$ cat src/hdl/assert_macros.svh
// ----------------------------------------------------------------------------
// Assertion macros
// Concurrent assertion wrappers used by the address walk RTL; empty in
// synthesis builds.
// ----------------------------------------------------------------------------
`ifndef ASSERT_MACROS_SVH
`define ASSERT_MACROS_SVH

`ifndef SYNTHESIS

// property must hold at every clock edge outside reset
`define SWK_ASSERT(lbl, clk, rst_n, prop, msg) \
  lbl: assert property (@(posedge clk) disable iff (!rst_n) prop) else $error(msg);

// condition must never be true outside reset
`define SWK_NEVER(lbl, clk, rst_n, cond, msg) \
  lbl: assert property (@(posedge clk) disable iff (!rst_n) !(cond)) else $error(msg);

`else

`define SWK_ASSERT(lbl, clk, rst_n, prop, msg)
`define SWK_NEVER(lbl, clk, rst_n, cond, msg)

`endif

`endif

$ cat src/hdl/swk_pkg.sv
// ----------------------------------------------------------------------------
// swk_pkg
// Shared constants, register codes and record types of the strided subtensor
// address walk.
// ----------------------------------------------------------------------------
`timescale 1ns / 1ps
`default_nettype none

package swk_pkg;

  // parameter defaults
  localparam int MAX_DIMS_DEF     = 4;
  localparam int INDEX_BITS_DEF   = 16;
  localparam int ADDRESS_BITS_DEF = 48;

  // fixed field geometry
  localparam int FIELD_DIMS     = 4;   // dimensions carried by packed fields
  localparam int FIELD_IX_BITS  = 16;  // one packed size or index
  localparam int STRIDE_BITS    = 32;
  localparam int POS_BITS       = 32;
  localparam int NUM_DIMS_BITS  = 3;
  localparam int FC_BITS        = 3;
  localparam int DC_BITS        = 4;   // holds a dimension count up to 15
  localparam int BASE_BITS      = 48;
  localparam int CFG_DATA_BITS  = 64;
  localparam int CFG_INDEX_BITS = 3;

  // input tdata layout
  localparam int IN_FC_LSB      = 0;
  localparam int IN_FIX_LSB     = IN_FC_LSB + FC_BITS;
  localparam int IN_RS_LSB      = IN_FIX_LSB + FIELD_DIMS * FIELD_IX_BITS;
  localparam int IN_RC_LSB      = IN_RS_LSB + FIELD_IX_BITS;
  localparam int IN_FIELD_BITS  = IN_RC_LSB + FIELD_IX_BITS;
  localparam int IN_TDATA_BITS  = ((IN_FIELD_BITS + 7) / 8) * 8;

  // request kinds
  localparam logic MODE_START = 1'b0;
  localparam logic MODE_NEXT  = 1'b1;

  typedef enum logic [CFG_INDEX_BITS-1:0] {
    REG_NUM_DIMS     = 3'd0,
    REG_DIM_SIZES    = 3'd1,
    REG_STRIDES_LOW  = 3'd2,
    REG_STRIDES_HIGH = 3'd3,
    REG_BASE_ADDRESS = 3'd4
  } swk_reg_t;

  // status of one classified request, front to back
  typedef struct packed {
    logic start;  // opens a walk: back latches the new walk base
    logic err;    // next request with no walk active
    logic last;   // final element of the walk
  } swk_ctl_t;

endpackage

`default_nettype wire

$ cat src/hdl/swk_front.sv
// ----------------------------------------------------------------------------
// swk_front
// Classifies requests, steps the mixed-radix index counter and emits the
// index vector of each element.
// ----------------------------------------------------------------------------
`timescale 1ns / 1ps
`default_nettype none

`include "assert_macros.svh"

module swk_front #(
  parameter int MAX_DIMS   = swk_pkg::MAX_DIMS_DEF,
  parameter int INDEX_BITS = swk_pkg::INDEX_BITS_DEF
) (
  input  logic                                                 clk,
  input  logic                                                 rst_n,
  input  logic                                                 accept_i,
  input  logic                                                 mode_i,
  input  logic [swk_pkg::FC_BITS-1:0]                          fixed_count_i,
  input  logic [swk_pkg::FIELD_DIMS*swk_pkg::FIELD_IX_BITS-1:0] fixed_indices_i,
  input  logic [swk_pkg::FIELD_IX_BITS-1:0]                    range_start_i,
  input  logic [swk_pkg::FIELD_IX_BITS-1:0]                    range_count_i,
  input  logic [swk_pkg::NUM_DIMS_BITS-1:0]                    num_dims_i,
  input  logic [swk_pkg::CFG_DATA_BITS-1:0]                    dim_sizes_i,
  output swk_pkg::swk_ctl_t                                    ctl_o,
  output logic [swk_pkg::POS_BITS-1:0]                         position_o,
  output logic [MAX_DIMS*INDEX_BITS-1:0]                       idx_o
);
  import swk_pkg::*;

  localparam int CMP_BITS =
    ((INDEX_BITS > FIELD_IX_BITS) ? INDEX_BITS : FIELD_IX_BITS) + 1;
  localparam logic [CMP_BITS-1:0] EXT_MAX = CMP_BITS'(1) << INDEX_BITS;
  localparam logic [DC_BITS-1:0]  MAX_N   = DC_BITS'(MAX_DIMS);

  // walk state
  logic [INDEX_BITS-1:0]    cnt_r [MAX_DIMS];
  logic [DC_BITS-1:0]       walk_fc_r;
  logic [FIELD_IX_BITS-1:0] walk_range_r;
  logic [POS_BITS-1:0]      pos_r;
  logic                     active_r;

  logic [FIELD_IX_BITS-1:0] size_w [MAX_DIMS];
  logic [INDEX_BITS-1:0]    fix_w  [MAX_DIMS];

  logic [DC_BITS-1:0]       nd_w, n_w, fc_start_w, fc_walk_w, fc_sel_w;
  logic [FIELD_IX_BITS-1:0] range_sel_w;
  logic                     is_start_w;
  logic [MAX_DIMS-1:0]      in_walk_w, fin_old_w, fin_new_w;
  logic [CMP_BITS-1:0]      ext_w  [MAX_DIMS];
  logic [INDEX_BITS-1:0]    step_w [MAX_DIMS];
  logic [INDEX_BITS-1:0]    cnt_nxt [MAX_DIMS];
  logic                     last_w;

  for (genvar gd = 0; gd < MAX_DIMS; gd++) begin : g_dim
    if (gd < FIELD_DIMS) begin : g_field
      assign size_w[gd] = dim_sizes_i[gd*FIELD_IX_BITS +: FIELD_IX_BITS];
      assign fix_w[gd]  = INDEX_BITS'(fixed_indices_i[gd*FIELD_IX_BITS +: FIELD_IX_BITS]);
    end else begin : g_none
      assign size_w[gd] = '0;
      assign fix_w[gd]  = '0;
    end
  end

  // dimension count and fixed count, clamped
  assign nd_w        = DC_BITS'(num_dims_i);
  assign n_w         = (nd_w == '0) ? DC_BITS'(1) : ((nd_w > MAX_N) ? MAX_N : nd_w);
  assign fc_start_w  = (DC_BITS'(fixed_count_i) > n_w) ? n_w : DC_BITS'(fixed_count_i);
  assign fc_walk_w   = (walk_fc_r > n_w) ? n_w : walk_fc_r;
  assign is_start_w  = (mode_i == MODE_START);
  assign fc_sel_w    = is_start_w ? fc_start_w : fc_walk_w;
  assign range_sel_w = is_start_w ? range_count_i : walk_range_r;

  // extents and final digits of the present counter
  always_comb begin
    logic [CMP_BITS-1:0] raw;
    for (int d = 0; d < MAX_DIMS; d++) begin
      in_walk_w[d] = (DC_BITS'(d) >= fc_sel_w) && (DC_BITS'(d) < n_w);
      raw = (DC_BITS'(d) == fc_sel_w) ? CMP_BITS'(range_sel_w) : CMP_BITS'(size_w[d]);
      if (raw == '0) begin
        ext_w[d] = CMP_BITS'(1);
      end else if (raw > EXT_MAX) begin
        ext_w[d] = EXT_MAX;
      end else begin
        ext_w[d] = raw;
      end
      fin_old_w[d] = (CMP_BITS'(cnt_r[d]) + CMP_BITS'(1)) >= ext_w[d];
    end
  end

  // ripple carry from the last dimension down to the first free one
  always_comb begin
    logic carry;
    carry = 1'b1;
    for (int d = MAX_DIMS - 1; d >= 0; d--) begin
      step_w[d] = cnt_r[d];
      if (in_walk_w[d] && carry) begin
        if (!fin_old_w[d]) begin
          step_w[d] = cnt_r[d] + INDEX_BITS'(1);
          carry     = 1'b0;
        end else begin
          step_w[d] = '0;
        end
      end
    end
  end

  always_comb begin
    for (int d = 0; d < MAX_DIMS; d++) begin
      if (is_start_w) begin
        cnt_nxt[d] = '0;
      end else if (active_r) begin
        cnt_nxt[d] = step_w[d];
      end else begin
        cnt_nxt[d] = cnt_r[d];
      end
      fin_new_w[d] = !in_walk_w[d] ||
                     ((CMP_BITS'(cnt_nxt[d]) + CMP_BITS'(1)) >= ext_w[d]);
    end
  end

  assign last_w = &fin_new_w;

  // outgoing record
  always_comb begin
    ctl_o.start = is_start_w;
    ctl_o.err   = !is_start_w && !active_r;
    ctl_o.last  = (is_start_w || active_r) && last_w;
    position_o  = is_start_w ? '0 : (active_r ? pos_r + POS_BITS'(1) : '0);
    for (int d = 0; d < MAX_DIMS; d++) begin
      idx_o[d*INDEX_BITS +: INDEX_BITS] = '0;
      if (is_start_w) begin
        if (DC_BITS'(d) < fc_start_w) begin
          idx_o[d*INDEX_BITS +: INDEX_BITS] = fix_w[d];
        end else if ((DC_BITS'(d) == fc_start_w) && (fc_start_w < n_w)) begin
          idx_o[d*INDEX_BITS +: INDEX_BITS] = INDEX_BITS'(range_start_i);
        end
      end else if (active_r && in_walk_w[d]) begin
        idx_o[d*INDEX_BITS +: INDEX_BITS] = cnt_nxt[d];
      end
    end
  end

  always_ff @(posedge clk) begin
    if (!rst_n) begin
      active_r     <= 1'b0;
      pos_r        <= '0;
      walk_fc_r    <= '0;
      walk_range_r <= '0;
      cnt_r        <= '{default: '0};
    end else if (accept_i) begin
      if (is_start_w) begin
        walk_fc_r    <= fc_start_w;
        walk_range_r <= range_count_i;
        pos_r        <= '0;
        active_r     <= !last_w;
        cnt_r        <= cnt_nxt;
      end else if (active_r) begin
        pos_r    <= pos_r + POS_BITS'(1);
        active_r <= !last_w;
        cnt_r    <= cnt_nxt;
      end
    end
  end

  `SWK_ASSERT(fr_last_ends_walk, clk, rst_n, (accept_i && ctl_o.last) |=> !active_r, "walk still active after its last element")
  `SWK_ASSERT(fr_pos_advance, clk, rst_n, (accept_i && !is_start_w && active_r) |=> (pos_r == $past(pos_r) + POS_BITS'(1)), "element number did not advance by one")

endmodule

`default_nettype wire

$ cat config.mk
export PLATFORM = sky130hd
export DESIGN_NAME = swk_front
export DESIGN_NICKNAME = d
export VERILOG_FILES = /design/src/hdl/swk_pkg.sv /design/src/hdl/swk_front.sv
export VERILOG_INCLUDE_DIRS = /design/src /design/src/hdl
export SDC_FILE = /design/constraint.sdc
export NUM_CORES = 1
export LEC_CHECK = 0
export ABC_AREA = 1
export BUFFER_PORTS_ARGS = -buffer_cell sky130_fd_sc_hd__buf_2
export CAP_MARGIN = 10
export CORE_ASPECT_RATIO = 1.5
export CORE_MARGIN = 8
export CORE_UTILIZATION = 30
export CTS_CLUSTER_DIAMETER = 50
export DETAILED_ROUTE_END_ITERATION = 8
export GPL_TIMING_DRIVEN = 0
export SYNTH_ARGS = -nofsm -noshare
export SYNTH_HDL_FRONTEND = slang
export SYNTH_SLANG_ARGS = --single-unit
$ cat constraint.sdc
create_clock -name clk -period 8.9 [get_ports clk]
set_input_delay 0.89 -clock clk [delete_from_list [all_inputs] [get_ports clk]]
set_output_delay 0.89 -clock clk [all_outputs]
set_load 0.01 [all_outputs]
Word-level counts from Yosys, hierarchy flattened:

Index checks and enable logic that the tools add are counted.

* bits in registers: 117
* input bits: 170
* logic and storage cells: 159

* add/sub/neg operators: 13
* magnitude comparators: 28
* equality and inequality tests: 7
* mux-type cells: 64
* bitwise gates (word level): 1
* reductions and logical operators: 38

Operators with widths (number)
* two-way mux 16 bit: 37
* adder 16 x 1 -> 17 bit, second input constant: 8
* greater-or-equal comparator 17 bit: 8
* two-way mux 17 bit: 8
* two-way mux 32 bit: 4
* two-way mux 64 bit: 2
* > comparator 16 x 17 -> 1 bit, second input constant: 4
* logical NOT 17 bit: 4
* adder 16 x 1 -> 16 bit, second input constant: 4
* adder 32 x 1 -> 32 bit, second input constant: 1
* logical AND 1 bit: 17
* logical NOT 4 bit: 3
* less-than comparator 1 x 3 -> 1 bit, first input constant: 4
* less-than comparator 2 x 3 -> 1 bit, first input constant: 4
* two-way mux 3 bit: 3
* == test 2 x 4 -> 1 bit, first input constant: 2
* greater-or-equal comparator 1 x 4 -> 1 bit, first input constant: 2
* greater-or-equal comparator 2 x 4 -> 1 bit, first input constant: 2
* two-way mux 1 bit: 8
* two-way mux 4 bit: 2
* == test 2 x 3 -> 1 bit, first input constant: 2
* logical NOT 1 bit: 6
* logical OR 1 bit: 5
* == test 1 x 4 -> 1 bit, first input constant: 1
* 9 further kinds: 10

Depth between registers and ports, before layout:

* depth in word-level cells: 29
* gate-level depth with buffers: 59

Worst setup path before layout:

Ideal clock, no wire load.

* path kind: in2out
* start point: input num_dims_i[1] (netlist name)
* end point: output ctl_o[0] (netlist name)
* data arrival time: 7160 ps
* required time: 8010 ps
* slack: 850 ps
* cell stages on the path: 53
* path buffers: 2
* cells stage by stage: inv_1 > o21ai_1 > inv_1 > ha_1 > nand3b_1 > nand2_1 > nand2_2 > o21ai_2 > nand2_1 > nand2_1 > inv_1 > nand3_1 > clkbuf_1 > nor2_1 > a21oi_1 > nand4_1 > o41ai_1 > ha_1 > [... 17 more ...] > inv_1 > ha_1 > a21oi_1 > o21ai_0 > a21oi_1 > nor2_1 > o21ai_0 > nand2_1 > a21oi_1 > o21ai_0 > nand2_1 > o211ai_1 > nand2_1 > nand2_1 > a211oi_1 > nand2_1 > nand2_1 > nor2_1

RTL lines
* from (decl): RTL line swk_front.sv:23 `input logic [swk_pkg::NUM_DIMS_BITS-1:0] num_dims_i,`
* to (decl): RTL line swk_front.sv:25 `output swk_pkg::swk_ctl_t ctl_o,`

==> impl_summary.txt <==
----------------------------------------------------
[Status]
  Run status ... finished, violations left
  Violated checks ... DRC, setup timing

[Timing]
  Setup repair after global routing missed its margin ... yes
  Transition time at the pin with the least slew margin ... 1.02 ns
  Final Skew ... 0.0105 ns
  Hold Worst Slack ... 0.477 ns
  Final critical-path setup slack ... -0.0269 ns
  Worst slew margin ... 0.321
  Fin crit period ... 8.93 ns
  Max Clock Freq ... 112 MHz
  Number of pins exceeding their max-slew limit in the final report ... 0
  Final clock period utilization by the worst path ... 1.00
  Fin. Hold Viols ... 0
  Final setup violation count ... 1

[Placed design]
  Final Wtd Congestion ... 0.996
  Worst-case setup slack after placement ... -1.66 ns
  Number of port buffers ... 266
  Sum of net half-perimeters after detailed placement ... 61.7 mm

[Layout]
  Multi-input logic area ... 11700 um^2
  Fraction of final layout cells with drive strength greater than 1 ... 0.235
  Most common cell after layout, fill and taps aside ... sky130_fd_sc_hd__nand2_1
  FF+latch area ... 2320 um^2
  Commonest cells after routing, fill and taps aside ... 431 x sky130_fd_sc_hd__nand2_1, 270 x sky130_fd_sc_hd__buf_2, 256 x sky130_fd_sc_hd__nor2_1
  Total Nets Final ... 3026
  Area Growth Syn to Fin ... 30.5%
  Utilization after layout ... 0.396
  Fillcell total ... 5239

[Critical path]
  Classification of the worst setup path ... in -> out
  Largest stage delay on the critical path ... 0.84 ns
  Arrival time of the worst setup path ... 8.04 ns
  Most frequent cell on the critical path ... sky130_fd_sc_hd__nand2_1
  Top fanout value on the critical path ... 10
  Element type at the critical path start ... input port
  Data required time at the worst endpoint ... 8.01 ns
  Cell with the largest stage delay on the worst path ... sky130_fd_sc_hd__mux2i_2
  R2r setup slk ... 1.84 ns
  Capturing element type of the critical path ... output port

[Global route]
  Antenna violations before repair ... 7
  Maximum number of pins on one net before global-route repair ... 17
  Total global routing overflow ... 0
  Overall Global Routing Usage ... 0.254
  First-pass GRT wire length ... 108 mm
  Vias in the first global route ... 17761

[Logic synthesis]
  Share of the yosys chip area belonging to registers ... 0.160
  Cell area after synthesis ... 14500 um^2
  Synthesized area per cell ... 6.16 um^2
  Syn Inst Count ... 2350
  YS warnings ... 0
  Number of distinct library cells after synthesis ... 64
  Count of flip-flops with a built-in enable after synthesis ... 0
  Synthesis-stage register bit count ... 116
  Total nets after synthesis ... 2665
  Top flip-flop cell by instance count after synthesis ... sky130_fd_sc_hd__dfxtp_1
  Proportion of register bits with asynchronous set or reset after synthesis ... 0

[Die]
  Die Area ... 55700 um^2
  Initial standard-cell utilization of the core ... 0.304
  Count of standard-cell rows ... 98
  Number of top-level pins ... 269
  Core area ... 47700 um^2
  Floorplan die height ... 285 um
  Die W ... 195 um

[Route]
  Mean routed wirelength per cell ... 22.4 um
  Final Routed Wirelength ... 74.5 mm
  Via count ... 18368
  Via density per instance ... 5.52
  Pre-Repair DR Iteration Count ... 8
  Number of DRC markers after the initial detailed-route iteration ... 1571
  Number of nets still failing antenna checks after routing ... 0
  Post-detailed-route DRC marker count ... 1

[Clock network]
  Clock insertion delay at the later pin of the skew report ... 0.45 ns
  Buffer levels on the longest clock path ... 2
  Total number of clock tree sinks ... 116
  Clock tree from TritonCTS ... done
  # H-tree levels ... 4
  Cell at the root of the clock tree ... sky130_fd_sc_hd__clkbuf_16
  Number of hold-repair buffers added at the cts stage ... 0
  Number of buffers created by CTS ... 17
  Clk slew on worst S/H paths ... 0.06 ns

[Pwr]
  Power density relative to cell area ... 132 nW/um^2
  Highest ir drop seen on vdd ... 0.164 mV
  Leakage power summed over all cells ... 0.00863 uW

[Min path]
  Class of the most critical hold timing path ... reg -> reg

[Job]
  Max-capacitance violation count ... 0

----------------------------------------------------
==> registers in the layout, summed over array words and instances (netlist names) <==
name and count:
walk_range_r 16, walk_fc_r 3, active_r 1, pos_r 32, cnt_r 64
==> area by class of cell <==
| class | count | area share |
|---|---|---|
| clock inverters | 7 | 0.00377 |
| well taps | 600 | 0.0397 |
| repair buffers | 342 | 0.106 |
| flip-flops and latches | 116 | 0.123 |
| multi-input cells | 1866 | 0.617 |
| inverters | 266 | 0.0537 |
| clock buffers | 24 | 0.0271 |
| diodes | 5 | 0.000662 |
| plain buffers | 102 | 0.0297 |
==> cell usage after synthesis (3+ instances only) <==
cell / n / area share
sky130_fd_sc_hd__a21oi_1: 224 / 0.077
sky130_fd_sc_hd__xor2_1: 83 / 0.050
sky130_fd_sc_hd__nand2_2: 16 / 0.0069
sky130_fd_sc_hd__o31ai_1: 4 / 0.0021
sky130_fd_sc_hd__a21o_1: 5 / 0.0026
sky130_fd_sc_hd__buf_4: 4 / 0.0021
sky130_fd_sc_hd__buf_1: 13 / 0.0034
sky130_fd_sc_hd__o21ai_1: 10 / 0.0035
sky130_fd_sc_hd__nand4_1: 68 / 0.029
sky130_fd_sc_hd__nand2_1: 450 / 0.12
sky130_fd_sc_hd__o22ai_1: 5 / 0.0022
sky130_fd_sc_hd__o21ai_0: 218 / 0.075
sky130_fd_sc_hd__a32oi_1: 32 / 0.019
sky130_fd_sc_hd__nand3b_1: 9 / 0.0047
sky130_fd_sc_hd__inv_1: 250 / 0.065
sky130_fd_sc_hd__clkbuf_1: 75 / 0.019
sky130_fd_sc_hd__nand3_2: 6 / 0.0041
sky130_fd_sc_hd__ha_1: 145 / 0.13
sky130_fd_sc_hd__o221ai_1: 16 / 0.0097
sky130_fd_sc_hd__buf_2: 7 / 0.0024
sky130_fd_sc_hd__nor2_2: 15 / 0.0065
sky130_fd_sc_hd__o21ai_4: 3 / 0.0034
sky130_fd_sc_hd__nor3_1: 51 / 0.018
sky130_fd_sc_hd__or2_2: 15 / 0.0065
sky130_fd_sc_hd__o41ai_1: 4 / 0.0024
sky130_fd_sc_hd__nand2_4: 3 / 0.0023
sky130_fd_sc_hd__a211oi_1: 6 / 0.0031
sky130_fd_sc_hd__nor4_1: 13 / 0.0056
sky130_fd_sc_hd__inv_2: 12 / 0.0031
sky130_fd_sc_hd__xnor2_1: 19 / 0.011
sky130_fd_sc_hd__a31oi_1: 3 / 0.0013
sky130_fd_sc_hd__nor2_1: 264 / 0.068
sky130_fd_sc_hd__o21ai_2: 5 / 0.0030
sky130_fd_sc_hd__clkinv_1: 3 / 0.00078
sky130_fd_sc_hd__nor3_2: 6 / 0.0041
sky130_fd_sc_hd__nand3_1: 110 / 0.038
sky130_fd_sc_hd__buf_6: 3 / 0.0023
sky130_fd_sc_hd__o211ai_1: 20 / 0.010
sky130_fd_sc_hd__dfxtp_1: 116 / 0.16
sky130_fd_sc_hd__o21bai_1: 5 / 0.0026
sky130_fd_sc_hd__nor2_4: 3 / 0.0023
sky130_fd_sc_hd__mux2i_1: 3 / 0.0021
==> what timing repair did <==
| action | 4_1_cts | 5_1_grt |
|---|---|---|
| hold endpoints to repair | 0 | 0 |
| endpoints found under the setup margin | 2 | 1 |
| resized for setup | 167 | 113 |
| pin swaps | 33 | 58 |
| buffers inserted | 29 | 31 |
| cloned | 3 | 0 |
==> worst max-delay path, delay by kind of cell <==
kind,cells,cell delay [ns]
buf+inv,7,1.26
fa+ha+maj,2,0.59
xor+xnor,1,0.16
compound gates,7,1.37
simple gates,20,2.88
mux,1,0.84
==> final timing paths <==
check | startpoint | to | cells past startpoint
setup / recovery | mode_i | ctl_o[0] | 38
hold / removal | walk_range_r[2] | walk_range_r[2] | 2
setup reg to reg | walk_fc_r[1] | active_r | 51
hold reg to reg | walk_range_r[2] | walk_range_r[2] | 2
==> power breakdown <==
group | internal, uW | switching, uW | leakage [uW]
Clock | 426 | 282 | 0.000280
Sequential | 560 | 44.3 | 0.000955
Combinational | 417 | 775 | 0.00739
Total | 1400 | 1100 | 0.00863
==> cells by family after synthesis <==
| logic type | share of synthesized area |
|---|---|
| compound gates | 0.228 |
| simple gates | 0.324 |
| fa+ha+maj | 0.125 |
| mux | 0.00207 |
| flops | 0.160 |
| buf+inv | 0.0987 |
| xor+xnor | 0.0617 |
==> metal layers <==
| layer | track usage | vias up | share of wire |
|---|---|---|---|
| met4 | 0.154 | 4 | 0.065 |
| met3 | 0.0631 | 209 | 0.099 |
| met2 | 0.423 | 985 | 0.45 |
| li1 | - | 8738 | - |
| met1 | 0.290 | 8432 | 0.38 |
| met5 | 0 | - | 0.00036 |
==> stage by stage <==
stage               TNS, ns  power, uW  instance area [um^2]  std cells
finish              -0.0269       2500                 18900       3328
global route         -0.238       2630                 18900       3323
CTS                       0       2400                 18200       3292
detailed placement    -2.18       1600                 16700       3229
global placement      -2.37       1580                 16600       3216
floorplan                 0       1220                 14500       2350
No activity file was read; power rests on OpenSTA's default activity.
