## config.mk

```make
export PLATFORM = sky130hd
export DESIGN_NAME = swk_queue
export DESIGN_NICKNAME = d
export VERILOG_FILES = /design/src/hdl/swk_queue.sv
export VERILOG_INCLUDE_DIRS = /design/src /design/src/hdl
export SDC_FILE = /design/constraint.sdc
export NUM_CORES = 1
export LEC_CHECK = 0
export ABC_CLOCK_PERIOD_IN_PS = 2000
export BUFFER_PORTS_ARGS = -buffer_cell sky130_fd_sc_hd__buf_2
export CORE_AREA = 2 2 42 44
export CTS_CLUSTER_DIAMETER = 150
export DETAILED_ROUTE_END_ITERATION = 12
export DIE_AREA = 0 0 44 46
export PLACE_DENSITY = 0.83
export SLEW_MARGIN = 20
export SYNTH_ARGS = -nofsm -noshare
export SYNTH_HDL_FRONTEND = slang
export SYNTH_SLANG_ARGS = --single-unit
```

## constraint.sdc

```tcl
create_clock -name clk -period 2 [get_ports clk]
set_input_delay 0.1 -clock clk [delete_from_list [all_inputs] [get_ports clk]]
set_output_delay 0.1 -clock clk [all_outputs]
set_load 0.1 [all_outputs]
```

## src/hdl/assert_macros.svh

```systemverilog
// ----------------------------------------------------------------------------
// Assertion macros
// Concurrent assertion wrappers used by the address walk RTL; empty in
// synthesis builds.
// ----------------------------------------------------------------------------
`ifndef ASSERT_MACROS_SVH
`define ASSERT_MACROS_SVH

`ifndef SYNTHESIS

// property must hold at every clock edge outside reset
`define SWK_ASSERT(lbl, clk, rst_n, prop, msg) \
  lbl: assert property (@(posedge clk) disable iff (!rst_n) prop) else $error(msg);

// condition must never be true outside reset
`define SWK_NEVER(lbl, clk, rst_n, cond, msg) \
  lbl: assert property (@(posedge clk) disable iff (!rst_n) !(cond)) else $error(msg);

`else

`define SWK_ASSERT(lbl, clk, rst_n, prop, msg)
`define SWK_NEVER(lbl, clk, rst_n, cond, msg)

`endif

`endif

```

## src/hdl/swk_queue.sv

```systemverilog
// ----------------------------------------------------------------------------
// swk_queue
// Two-entry queue between the front and back parts.
// ----------------------------------------------------------------------------
`timescale 1ns / 1ps
`default_nettype none

`include "assert_macros.svh"

module swk_queue #(
  parameter int WIDTH = 8
) (
  input  logic             clk,
  input  logic             rst_n,
  input  logic             push_i,
  input  logic [WIDTH-1:0] din_i,
  output logic             full_o,
  output logic             valid_o,
  input  logic             pop_i,
  output logic [WIDTH-1:0] dout_o
);

  logic [WIDTH-1:0] head_r, tail_r;
  logic [1:0]       count_r, count_nxt;
  logic             do_push, do_pop;

  assign full_o  = (count_r == 2'd2);
  assign valid_o = (count_r != 2'd0);
  assign dout_o  = head_r;
  assign do_push = push_i && !full_o;
  assign do_pop  = pop_i && valid_o;

  always_comb begin
    case ({do_push, do_pop})
      2'b10:   count_nxt = count_r + 2'd1;
      2'b01:   count_nxt = count_r - 2'd1;
      default: count_nxt = count_r;
    endcase
  end

  always_ff @(posedge clk) begin
    if (!rst_n) begin
      count_r <= 2'd0;
    end else begin
      count_r <= count_nxt;
    end
  end

  always_ff @(posedge clk) begin
    if (do_pop) begin
      if (count_r == 2'd2) begin
        head_r <= tail_r;
        if (do_push) begin
          tail_r <= din_i;
        end
      end else if (do_push) begin
        head_r <= din_i;
      end
    end else if (do_push) begin
      if (count_r == 2'd0) begin
        head_r <= din_i;
      end else begin
        tail_r <= din_i;
      end
    end
  end

  `SWK_NEVER(q_push_full, clk, rst_n, push_i && full_o, "request pushed into a full queue")

endmodule

`default_nettype wire

```

* Yosys cells after proc, flatten, opt, wreduce, memory -nomap -nowiden *
Cells that the tools add are included.

word-level totals
  input bits = 12
  register bits = 18
  output and inout bits = 10

cells by class
  eq/ne operators = 5
  reduce and logical (&&, ||, !) cells = 11
  add/sub/neg operators = 2
  mux-type cells = 10

operators by type and width
  operator                                                             number
  8-bit 2-to-1 mux                                                     9
  2-bit nonzero test                                                   5
  3-bit AND reduction                                                  2
  2-bit == test (second input constant)                                2
  2-bit != test (second input constant)                                2
  2-bit one-hot mux with 2 select lines                                1
  2-bit by 1-bit adder with 2-bit output (second input constant)       1
  2-bit by 1-bit == test with 1-bit output (second input constant)     1
  1-bit logical AND                                                    2
  2-bit zero test                                                      1
  2-bit by 1-bit subtractor with 2-bit output (second input constant)  1
  1-bit zero test                                                      1

* Depth between registers and ports, before layout *
Gate-level depths: netlist of the first run.

  depth in word-level cells = 6
  gate-level depth with buffers = 6
  depth with buffers taken out = 6

* Worst setup path before layout of the first run *
OpenSTA, ideal clock, no wires.

  path type = register to register
  start = reg count_r[0]
  end = reg count_r[1]
  library setup time = 0.070 ns
  period minus slack after synthesis = 1.946 ns
  cell stages (with the launch flop) = 6
  path slack = 0.054 ns
  data required time = 1.930 ns
  path buffers = 0
  arrival = 1.876 ns
  path through = dfxtp_1 -> or2_2 -> and2_1 -> ha_1 -> or3_1 -> a21boi_1

on the way
  elaborated cells on any way between the ends = 11
  classes of those cells = 2 x add/sub; 3 x eq/ne; 1 x mux; 5 x reduce/logical

RTL lines
  element                                                                             RTL line         RTL
  from (decl)                                                                         swk_queue.sv:24  logic [1:0] count_r, count_nxt;
  from (signal assigned)                                                              swk_queue.sv:45  count_r <= count_nxt;
  2-bit nonzero test *                                                                swk_queue.sv:28  assign valid_o = (count_r != 2'd0);
  net valid_o                                                                         swk_queue.sv:18  output logic valid_o,
  1-bit logical AND *                                                                 swk_queue.sv:31  assign do_pop = pop_i && valid_o;
  2-bit by 1-bit == test with 1-bit output / 2-bit == test (equally long branches)    swk_queue.sv:34  case ({do_push, do_pop})
  2-bit one-hot mux with 2 select lines / 2-bit nonzero test (equally long branches)  --

Mark *: on every way through the listed nets, which the timed path passes. The rest lies on a longest branch.
A chain may end at the register's enable or synchronous reset.

* Worst setup path in the final report of the first run *
  start = reg count_r[0]
  end = reg count_r[1]

on the way
  longest elaborated chain between the ends = 5
  elaborated cells on any way between the ends = 11
  classes of those cells = 2 x add/sub; 3 x eq/ne; 1 x mux; 5 x reduce/logical

RTL lines
  element                                                                             RTL line         RTL
  2-bit == test                                                                       swk_queue.sv:27  assign full_o = (count_r == 2'd2);
  1-bit zero test                                                                     swk_queue.sv:30  assign do_push = push_i && !full_o;
  1-bit logical AND                                                                   swk_queue.sv:30
  2-bit by 1-bit == test with 1-bit output / 2-bit == test (equally long branches)    swk_queue.sv:34
  2-bit one-hot mux with 2 select lines / 2-bit nonzero test (equally long branches)  --

Several ways; a longest one is shown, not always the timed one.

==> reports/summary.txt, run 1 <==
Pwr Density: 1550 nW/um2
Startpoint Class: flop
root buffer cell: clkbuf_4
final-layout setup total negative slack: 0 ns
cell taking the most area after synthesis: edfxtp_1
Initial DRC Count: 9
synthesized net count: 56
layout cells sized above 1: 0.480
routed vias: 462
Finished Cell Area: 946 um2
simple logic cell fraction of the synthesized area: 0.0793
combinational family with the most area after synthesis: multiplexers
first-pass detailed-route iteration total: 3
overall overflow remaining after global route: 0
Top Metal Used: met4
number of nets still failing antenna checks after routing: 0
number of filler instances in the final layout: 128
via count of the first global-routing pass: 413
distinct cell type count after synthesis: 16
Critical Path End Type: flop
Total Nets Final: 89
routed len/inst: 12.3 um
global-route usage over all layers: 0.119
leak pwr: 0.377 nW
die width: 44 um
y dimension of the die: 46 um
count of input and output buffers: 21
maximum number of pins on one net before global-route repair: 11
number of buffers inserted during clock tree synthesis: 3
Warnings, synthesis: 0
clock latency of the later-clocked register in the worst-skew pair: 0.28 ns
global-route wire length before repair: 1700 um
max-cap violations: 0
HPWL after DPL: 806 um
beginning of the worst register-to-register path: count_r[0]
most instantiated cells after synthesis: 16 x edfxtp_1, 8 x mux2_2
placed cell areas: 860 um2
arrival time reported for the critical path endpoint: 1.92 ns
Std-Cell Core Area: 1610 um2
ANT cells: 0
final weighted congestion in routability-driven placement: 0.646
clock period minus worst slack: 1.70 ns
non-filler cells in the finished layout: 92
metal2 WL: 522 um
post-synthesis adder-cell area fraction: 0.0172
leading register cell type out of synthesis: edfxtp_1
met1 wire length: 531 um
placed cell count: 82
Boundary Pins: 22
dominant cell by count in the synthesized netlist: edfxtp_1
number of cell instances on the worst register-to-register path: 5
kind of critical path: reg -> reg
gate count of the mapped netlist: 43
area share of the leading cell type in the synthesized netlist: 0.662
hold slack final: 0.0122 ns
endpoint of the worst register-to-register path: count_r[1]
Critical path origin: count_r[0]
Die ar.: 2020 um2
clock sink total: 18
Setup Viol. Count Final: 0
DR DRC count: 0
Worst VDD drop: 1320 uV
worst hold-check path type: in -> reg
mapped cell area: 726 um2
maximum fanout count along the critical path: 6
Worst Max-Slew Pin Slew: 0.653 ns
outcome: finished, final reports clean
buffer depth of the longest clock path: 2
internal reg-to-reg setup slack: 0.30 ns
effective utilization at floorplan: 0.450
clock input transition at the sequential cells of the worst setup and hold paths: 0.10 ns
DR WL met3: 72 um
Final Hold Viols: 0
final worst clock skew: 0.00865 ns
number of register bits inferred by synthesis: 18
CTS tree: built
standard-cell rows: 15
f_max: 589 MHz
post-synthesis async set-or-reset flop share: 0
total detailed-routing wirelength: 1130 um
number of antenna violations at the first check in global routing: 0
proportion of synthesized chip area in sequential cells: 0.717
H-Tree Level Count: 1
data required time at the worst endpoint: 2.23 ns
number of flops mapped to enable cells by yosys: 16
synthesized area per cell: 16.9 um2
complex-gate fraction of the synthesized area: 0.0241
area growth from synthesis to layout: 30.3%
period utilization: 0.849
setup repair after global routing missed its margin: false
Total Power Consumption: 1.47 mW
Final Max Slew Viols: 0
cells taking the most area after synthesis: edfxtp_1 66%, mux2_2 12%, dfxtp_1 5.5%
number of setup buffers added after CTS: 0
Worst slew margin: 0.563
xor/xnor cell area share of the yosys netlist: 0.0241
worst setup path endpoint: count_r[1]
vias per cell: 5.02
share of cell area taken by muxes after synthesis: 0.138
layer usage:
| metal | up-vias | global-route usage |
|---|---|---|
| li1 | 225 | - |
| met4 | 0 | 0.0545 |
| met3 | 2 | 0.0357 |
| met2 | 19 | 0.200 |
| met5 | - | 0 |
| met1 | 216 | 0.142 |
stage by stage:
stage / setup WS [ns] / utilization
floorplan: 0.0540 / -
global placement: 0.339 / 0.533
detailed placement: 0.308 / 0.533
CTS: 0.284 / 0.555
global route: 0.183 / 0.586
finish: 0.302 / 0.586
registers in the layout, indices dropped and copies added (netlist names):
signal   count
tail_r       8
count_r      2
dout_o       8
power breakdown:
group	switching, mW	leakage [nW]	internal, mW
Clock	0.104	0.0154	0.0723
Combinational	0.592	0.194	0.163
Sequential	0.0353	0.168	0.503
how the worst min path moves through the flow:
| stage | startpoint | endpoint | slack [ns] | depth (start not counted) |
|---|---|---|---|---|
| after floorplan | din_i[0] | tail_r[0] | 0.20 | 0 |
| after global placement | din_i[0] | tail_r[0] | 0.29 | 1 |
| after detailed placement | din_i[0] | tail_r[0] | 0.29 | 1 |
| after CTS | din_i[2] | tail_r[2] | 0.002 | 1 |
| after global routing | din_i[4] | tail_r[4] | 0.001 | 1 |
| final | din_i[5] | tail_r[5] | 0.01 | 1 |
layout make-up:
cell class	count	area, um2	share of cell area
timing repair buffer	28	173	0.183
tap	17	21.3	0.0225
clock buffer	3	22.5	0.0238
sequential	18	520	0.550
clock inverter	1	3.75	0.00397
multi-input combinational	25	205	0.217
kinds of logic after synthesis:
kind of cell             count (synthesis)
AO/OA/AOI/OAI                            3
XOR/XNOR                                 2
adder cells (fa/ha/maj)                  1
flip-flops                              18
multiplexers                             9
AND/OR/NAND/NOR                         10
cell usage in the layout (no fill, tap or decap), drive strengths merged:
| master | Yosys | final |
|---|---|---|
| buf | 0 | 22 |
| edfxtp | 16 | 16 |
| mux2 | 8 | 8 |
| dlygate4sd3 | 0 | 6 |
| clkbuf | 0 | 3 |
| nand2 | 3 | 3 |
| and2 | 2 | 2 |
| o21ai | 2 | 2 |
| xnor2 | 2 | 2 |
| dfxtp | 2 | 2 |
| and2b | 1 | 1 |
| or2 | 1 | 1 |
| nand2b | 1 | 1 |
| mux2i | 1 | 1 |
| nor2 | 1 | 1 |
| or3 | 1 | 1 |
| a21boi | 1 | 1 |
| ha | 1 | 1 |
| clkinv | 0 | 1 |
what timing repair did:
item / in CTS / in global routing
setup endpoints to repair: 0 / 0
hold buffers: 1 / 5
resized for setup: 0 / 0
hold endpoints to repair: 1 / 5
critical path: stages (launching register included):
cell	delay (ns)
dfxtp_1	0.44
and2b_2	0.27
nand2b_1	0.14
ha_1	0.30
or3_1	0.35
a21boi_1	0.14
Note: power is estimated with default switching activity, not from simulation.
==> run 2, diff against run 1 <==
--- a/config.mk
+++ b/config.mk
@@ -6,13 +6,14 @@
 export SDC_FILE = /design/constraint.sdc
 export NUM_CORES = 1
 export LEC_CHECK = 0
-export ABC_CLOCK_PERIOD_IN_PS = 2000
+export ABC_AREA = 1
+export ABC_CLOCK_PERIOD_IN_PS = 1600
 export BUFFER_PORTS_ARGS = -buffer_cell sky130_fd_sc_hd__buf_2
-export CORE_AREA = 2 2 42 44
+export CORE_AREA = 2 2 44 46
 export CTS_CLUSTER_DIAMETER = 150
 export DETAILED_ROUTE_END_ITERATION = 12
-export DIE_AREA = 0 0 44 46
-export PLACE_DENSITY = 0.83
+export DIE_AREA = 0 0 46 48
+export PLACE_DENSITY = 0.8
 export SLEW_MARGIN = 20
 export SYNTH_ARGS = -nofsm -noshare
 export SYNTH_HDL_FRONTEND = slang
==> constraint.sdc (replaced) <==
create_clock -name clk -period 1.6 [get_ports clk]
set_input_delay 0.08 -clock clk [delete_from_list [all_inputs] [get_ports clk]]
set_output_delay 0.08 -clock clk [all_outputs]
set_load 0.1 [all_outputs]
==> run 2 against run 1 <==
Against the previous run: register-to-register slack worse by 0.06 ns; synthesized cell count is 63% higher; combinational power up 4.1%; worst hold slack better by 0.029 ns; via count up 29%; routed wire length is 25% higher; synthesized area up 5.9%; critical endpoint is now full_o; cell area grew 6.9%; clock skew about the same; highest routed layer unchanged; die area increased by 9.1%; utilization rose by 1.2 points; largest power group unchanged.
==> reports/summary.txt, run 2 <==
max-cap violations: 0 (unchanged)
Finished Cell Area: 1010 um2 (was 946 um2)
buffer depth of the longest clock path: 2 (unchanged)
Worst Max-Slew Pin Slew: 0.488 ns (was 0.653 ns)
dominant cell by count in the synthesized netlist: nand2_1 (was edfxtp_1)
final weighted congestion in routability-driven placement: 0.725 (was 0.646)
global-route wire length before repair: 2210 um (was 1700 um)
layout cells sized above 1: 0.320 (was 0.480)
hold slack final: 0.0416 ns (was 0.0122 ns)
Setup Viol. Count Final: 0 (unchanged)
power share of the clock group: 0.137 (was 0.120)
Logic pwr share: 0.476 (was 0.514)
number of antenna violations at the first check in global routing: 0 (unchanged)
gate count of the mapped netlist: 70 (was 43)
Startpoint Class: flop (unchanged)
data required time at the worst endpoint: 1.52 ns (was 2.23 ns)
Net Switching: 807 uW (was 732 uW)
number of cells on the worst hold path: 3 (was 1)
Die ar.: 2210 um2 (was 2020 um2)
period utilization: 0.906
clock latency of the later-clocked register in the worst-skew pair: 0.28 ns (about the same)
Sequential cell area: 522 um2 (was 520 um2)
CTS tree: built (unchanged)
Final Max Slew Viols: 0 (unchanged)
first-pass detailed-route iteration total: 3 (unchanged)
number of buffers inserted during clock tree synthesis: 3 (unchanged)
Critical Path End Type: output pin (was flop)
routed vias: 598 (was 462)
standard-cell rows: 15 (unchanged)
outcome: finished, final reports clean (unchanged)
total detailed-routing wirelength: 1410 um (was 1130 um)
HPWL after DPL: 997 um (was 806 um)
internal reg-to-reg setup slack: 0.24 ns (was 0.30 ns)
arrival time reported for the critical path endpoint: 1.37 ns (was 1.92 ns)
DR DRC count: 0 (unchanged)
worst hold path startpoint: rst_n (was din_i[5])
Final Hold Viols: 0 (unchanged)
ANT cells: 0 (unchanged)
DP Worst Slack: 0.139 ns (was 0.308 ns)
final worst clock skew: 0.00862 ns (was 0.00865 ns)
number of filler instances in the final layout: 141 (was 128)
overall overflow remaining after global route: 0 (unchanged)
most instantiated cells after synthesis: 22 x nand2_1, 16 x edfxtp_1, 8 x nand3_1 (was 16 x edfxtp_1, 8 x mux2_2)
placed cell areas: 903 um2 (was 860 um2)
global-route usage over all layers: 0.146 (was 0.119)
synthesized area per cell: 11.0 um2 (was 16.9 um2)
Internal Dissipation: 845 uW (was 738 uW)
worst setup path endpoint: full_o (was count_r[1])
Seq pwr share: 0.387 (was 0.366)
number of setup buffers added after CTS: 0 (unchanged)
commonest cells after routing, fill and taps aside: 21 x nand2_1, 21 x buf_2, 16 x edfxtp_1 (was 21 x buf_2, 16 x edfxtp_1, 8 x mux2_2)
kind of critical path: reg -> out (was reg -> reg)
Worst slew margin: 0.677 (was 0.563)
H-Tree Level Count: 1 (unchanged)
minimum setup slack in the final design: 0.151 ns (was 0.302 ns)
area share of the leading cell type in the synthesized netlist: 0.625 (was 0.662)
number of flops mapped to enable cells by yosys: 16 (unchanged)
beginning of the worst register-to-register path: count_r[0] (unchanged)
Std-Cell Core Area: 1690 um2 (was 1610 um2)
y dimension of the die: 48 um (was 46 um)
die width: 46 um (was 44 um)
distinct cell type count after synthesis: 17 (was 16)
root buffer cell: clkbuf_4 (unchanged)
mapped cell area: 768 um2 (was 726 um2)
post-synthesis async set-or-reset flop share: 0 (unchanged)
area used by multi-input combinational logic: 223 um2 (was 205 um2)
setup repair after global routing missed its margin: false (unchanged)
leak pwr: 0.446 nW (was 0.377 nW)
Pwr Density: 1630 nW/um2 (was 1550 nW/um2)
maximum fanout count along the critical path: 6 (unchanged)
number of register bits inferred by synthesis: 18 (unchanged)
maximum number of pins on one net before global-route repair: 12 (was 11)
Critical path origin: count_r[1] (was count_r[0])
count of input and output buffers: 21 (unchanged)
leading register cell type out of synthesis: edfxtp_1 (unchanged)
cell taking the most area after synthesis: edfxtp_1 (unchanged)
synthesized net count: 83 (was 56)
Total Nets Final: 117 (was 89)
via count of the first global-routing pass: 550 (was 413)
effective utilization at floorplan: 0.455 (was 0.450)
clock input transition at the sequential cells of the worst setup and hold paths: 0.09 ns (was 0.10 ns)
cells taking the most area after synthesis: edfxtp_1 63%, nand2_1 11%, dfxtp_1 5.2% (was edfxtp_1 66%, mux2_2 12%, dfxtp_1 5.5%)
Warnings, synthesis: 0 (unchanged)
switching part of the total power: 0.489 (was 0.498)
Worst VDD drop: 880 uV (was 1320 uV)
vias per cell: 4.98 (was 5.02)
number of cell instances on the worst register-to-register path: 8 (was 5)
clock period minus worst slack: 1.45 ns
clock sink total: 18 (unchanged)
final-layout setup total negative slack: 0 ns (unchanged)
f_max: 690 MHz
Boundary Pins: 22 (unchanged)
worst hold-check path type: in -> reg (unchanged)
routed len/inst: 11.8 um (was 12.3 um)
number of nets still failing antenna checks after routing: 0 (unchanged)
endpoint of the worst register-to-register path: count_r[1] (unchanged)
area growth from synthesis to layout: 31.6% (was 30.3%)
Initial DRC Count: 13 (was 9)
proportion of synthesized chip area in sequential cells: 0.678 (was 0.717)
## run 2: changes by cell type after synthesis, sizes merged, moves of 2 or more
cell / delta
nand2: +20
mux2: -8
nand3: +8
nor2: +6
inv: +5
a21oi: +3
and2: -2
buf: +2
xnor2: -2
## run 2: repair_timing
item	in CTS	in global routing
hold endpoints to repair	7	1
hold buffers	7	1
endpoints found under the setup margin	0	2
gates resized for setup	0	1
## run 2: worst max-delay path: stages (launching register included)
cell     delay (ns)
dfxtp_1        0.38
inv_2          0.08
nor2_4         0.17
buf_2          0.46
## run 2: how the worst min path moves through the flow
| stage | end | slack, ns |
|---|---|---|
| detailed placement | tail_r[2] | 0.28 |
| finish | count_r[1] | 0.04 |
| CTS | tail_r[3] | 0.003 |
| global placement | tail_r[2] | 0.28 |
| global route | count_r[0] | 0.05 |
| floorplan | tail_r[0] | 0.18 |
## run 2: metrics by stage
step	utilization	instances	power, mW
after CTS	0.592	119	1.66
after detailed placement	0.535	108	1.42
after floorplan	-	70	1.32
after global routing	0.599	120	1.74
final	0.599	120	1.65
after global placement	0.535	108	1.41
## run 2: cell type report
type | instances | share of cell area
sequential | 18 | 0.516
timing repair buffer | 31 | 0.198
tap | 17 | 0.0210
multi-input combinational | 45 | 0.220
inverter | 5 | 0.0186
clock buffer | 4 | 0.0260
## run 2: per-layer routing
metal	global-route usage	part of all wire	vias up
met5	0	0	-
met3	0.0377	0.035	4
met1	0.151	0.41	276
met2	0.275	0.53	16
met4	0.0686	0.019	0
li1	-	-	302
## run 2: power by group through the flow
stage / clock network, mW / registers (mW) / logic (mW)
floorplan: 0 / 0.969 / 0.348
global placement: 0 / 0.647 / 0.762
detailed placement: 0 / 0.649 / 0.774
CTS: 0.232 / 0.638 / 0.787
global route: 0.252 / 0.650 / 0.838
finish: 0.227 / 0.640 / 0.786
## run 2: cells by family after synthesis
family / count (synthesis) / synth area share
buffers and inverters: 7 / 0.0456
adders and majority gates: 1 / 0.0163
DFF: 18 / 0.678
and+or+nand+nor: 39 / 0.223
AOI/OAI and AO/OA: 5 / 0.0375
==> run 3, diff against run 2 <==
--- a/config.mk
+++ b/config.mk
@@ -7,7 +7,7 @@
 export NUM_CORES = 1
 export LEC_CHECK = 0
 export ABC_AREA = 1
-export ABC_CLOCK_PERIOD_IN_PS = 1600
+export ABC_CLOCK_PERIOD_IN_PS = 1630
 export BUFFER_PORTS_ARGS = -buffer_cell sky130_fd_sc_hd__buf_2
 export CORE_AREA = 2 2 44 46
 export CTS_CLUSTER_DIAMETER = 150
==> constraint.sdc (replaced) <==
create_clock -name clk -period 1.63 [get_ports clk]
set_input_delay 0.0815 -clock clk [delete_from_list [all_inputs] [get_ports clk]]
set_output_delay 0.0815 -clock clk [all_outputs]
set_load 0.1 [all_outputs]
==> run 3 against run 2 <==
Against the previous run: cell area decreased by 0.74%; utilization shrank 0.44 points; register-to-register slack improved by 0.02 ns; critical endpoint unchanged; final cell count did not move; critical path depth increased by 1; sequential cell count did not move.
==> reports/summary.txt, run 3 (synthesis gave the netlist of run 2 again) <==
Logic pwr share: 0.473 (was 0.476)
buffer depth of the longest clock path: 2 (unchanged)
max-cap violations: 0 (unchanged)
CTS tree: built (unchanged)
ANT cells: 0 (unchanged)
standard-cell rows: 15 (unchanged)
number of buffers inserted during clock tree synthesis: 3 (unchanged)
clock latency of the later-clocked register in the worst-skew pair: 0.28 ns (about the same)
f_max: 649 MHz
die width: 46 um (unchanged)
count of input and output buffers: 21 (unchanged)
commonest cells after routing, fill and taps aside: 21 x nand2_1, 21 x buf_2, 16 x edfxtp_1 (unchanged)
Worst Max-Slew Pin Slew: 0.497 ns (was 0.488 ns)
layout cells sized above 1: 0.320 (unchanged)
global-route usage over all layers: 0.163 (was 0.146)
placed cell areas: 896 um2 (was 903 um2)
period utilization: 0.945
number of cell instances on the worst register-to-register path: 8 (unchanged)
first-pass detailed-route iteration total: 4 (was 3)
data required time at the worst endpoint: 1.55 ns (was 1.52 ns)
Setup Viol. Count Final: 0 (unchanged)
worst hold path startpoint: rst_n (unchanged)
y dimension of the die: 48 um (unchanged)
Final Hold Viols: 0 (unchanged)
global-route wire length before repair: 2440 um (was 2210 um)
number of nets still failing antenna checks after routing: 0 (unchanged)
Seq pwr share: 0.391 (was 0.387)
total detailed-routing wirelength: 1490 um (was 1410 um)
maximum fanout count along the critical path: 10 (was 6)
power share of the clock group: 0.136 (was 0.137)
clock sink total: 18 (unchanged)
Critical path origin: count_r[1] (unchanged)
Worst VDD drop: 670 uV (was 880 uV)
final worst clock skew: 0.00260 ns (was 0.00862 ns)
Initial DRC Count: 7 (was 13)
final weighted congestion in routability-driven placement: 0.699 (was 0.725)
worst hold-check path type: in -> reg (unchanged)
Critical Path End Type: output pin (unchanged)
HPWL after DPL: 1040 um (was 997 um)
clock period minus worst slack: 1.54 ns
Worst slew margin: 0.671 (was 0.677)
utilization after layout: 0.594 (was 0.599)
via count of the first global-routing pass: 564 (was 550)
beginning of the worst register-to-register path: count_r[0] (unchanged)
number of cells on the worst hold path: 3 (unchanged)
minimum setup slack in the final design: 0.0896 ns (was 0.151 ns)
final-layout setup total negative slack: 0 ns (unchanged)
Total Nets Final: 117 (unchanged)
outcome: finished, final reports clean (unchanged)
routed vias: 602 (was 598)
Startpoint Class: flop (unchanged)
clock input transition at the sequential cells of the worst setup and hold paths: 0.10 ns (was 0.09 ns)
root buffer cell: clkbuf_4 (unchanged)
DR DRC count: 0 (unchanged)
Die ar.: 2210 um2 (unchanged)
arrival time reported for the critical path endpoint: 1.46 ns (was 1.37 ns)
maximum number of pins on one net before global-route repair: 12 (unchanged)
overall overflow remaining after global route: 0 (unchanged)
vias per cell: 5.02 (was 4.98)
placed cell count: 108 (unchanged)
number of antenna violations at the first check in global routing: 0 (unchanged)
DP Worst Slack: 0.178 ns (was 0.139 ns)
setup repair after global routing missed its margin: false (unchanged)
H-Tree Level Count: 1 (unchanged)
Pwr Density: 1610 nW/um2 (was 1630 nW/um2)
Finished Cell Area: 1000 um2 (was 1010 um2)
effective utilization at floorplan: 0.455 (unchanged)
switching part of the total power: 0.491 (was 0.489)
kind of critical path: reg -> out (unchanged)
area growth from synthesis to layout: 30.6% (was 31.6%)
Final Max Slew Viols: 0 (unchanged)
Boundary Pins: 22 (unchanged)
routed len/inst: 12.4 um (was 11.8 um)
non-filler cells in the finished layout: 120 (unchanged)
Net Switching: 792 uW (was 807 uW)
leak pwr: 0.445 nW (was 0.446 nW)
Std-Cell Core Area: 1690 um2 (unchanged)
Internal Dissipation: 820 uW (was 845 uW)
run 3: cell count changes in the layout (fill, tap and decap cells not counted):
cell	change
clkinv_1	+1
a21oi_4	-1
clkbuf_1	-1
a21oi_2	+1
run 3: stage by stage:
step	hold slack, ns	power, mW
4_1_cts	0.0162	1.62
2_1_floorplan	0.180	1.28
5_1_grt	0.0164	1.70
6_report	0.0242	1.61
3_3_place_gp	0.274	1.37
3_5_place_dp	0.278	1.39
run 3: path summary, 6_finish.rpt:
check | to | slack (ns)
worst max-delay path | full_o | 0.09
worst min register to register | count_r[1] | 0.53
worst min-delay path | count_r[1] | 0.02
worst max register to register | count_r[1] | 0.26
run 3: timing repair:
| item | CTS | global route |
|---|---|---|
| endpoints found under the setup margin | 0 | 1 |
| hold endpoints to repair | 8 | 0 |
| setup buffers | 0 | 0 |
| resized for setup | 0 | 1 |
| hold buffers | 8 | 0 |
run 3: metal layers:
metal | vias up | GRT usage | share of wire
li1 | 304 | - | -
met2 | 16 | 0.297 | 0.59
met4 | 0 | 0.0686 | 0.0080
met5 | - | 0 | 0
met1 | 280 | 0.184 | 0.37
met3 | 2 | 0.0340 | 0.039
run 3: power by group through the flow:
stage / registers (mW) / clock network (mW) / logic (mW)
2_1_floorplan: 0.951 / 0 / 0.331
3_3_place_gp: 0.635 / 0 / 0.736
3_5_place_dp: 0.638 / 0 / 0.752
4_1_cts: 0.628 / 0.225 / 0.767
5_1_grt: 0.642 / 0.243 / 0.815
6_report: 0.630 / 0.220 / 0.763
run 3: area by class of cell:
type                    count  area [um2]
well taps                  17        21.3
clock buffers               3        22.5
flip-flops and latches     18         522
multi-input cells          45         215
repair buffers             31         200
fillers                   154         686
inverters                   5        18.8
clock inverters             1        3.75
run 3: worst max-delay path, stage by stage (launching register included):
cell and delay [ns]:
dfxtp_1 0.38, inv_2 0.08, nor2_4 0.09, buf_4 0.17, buf_2 0.44
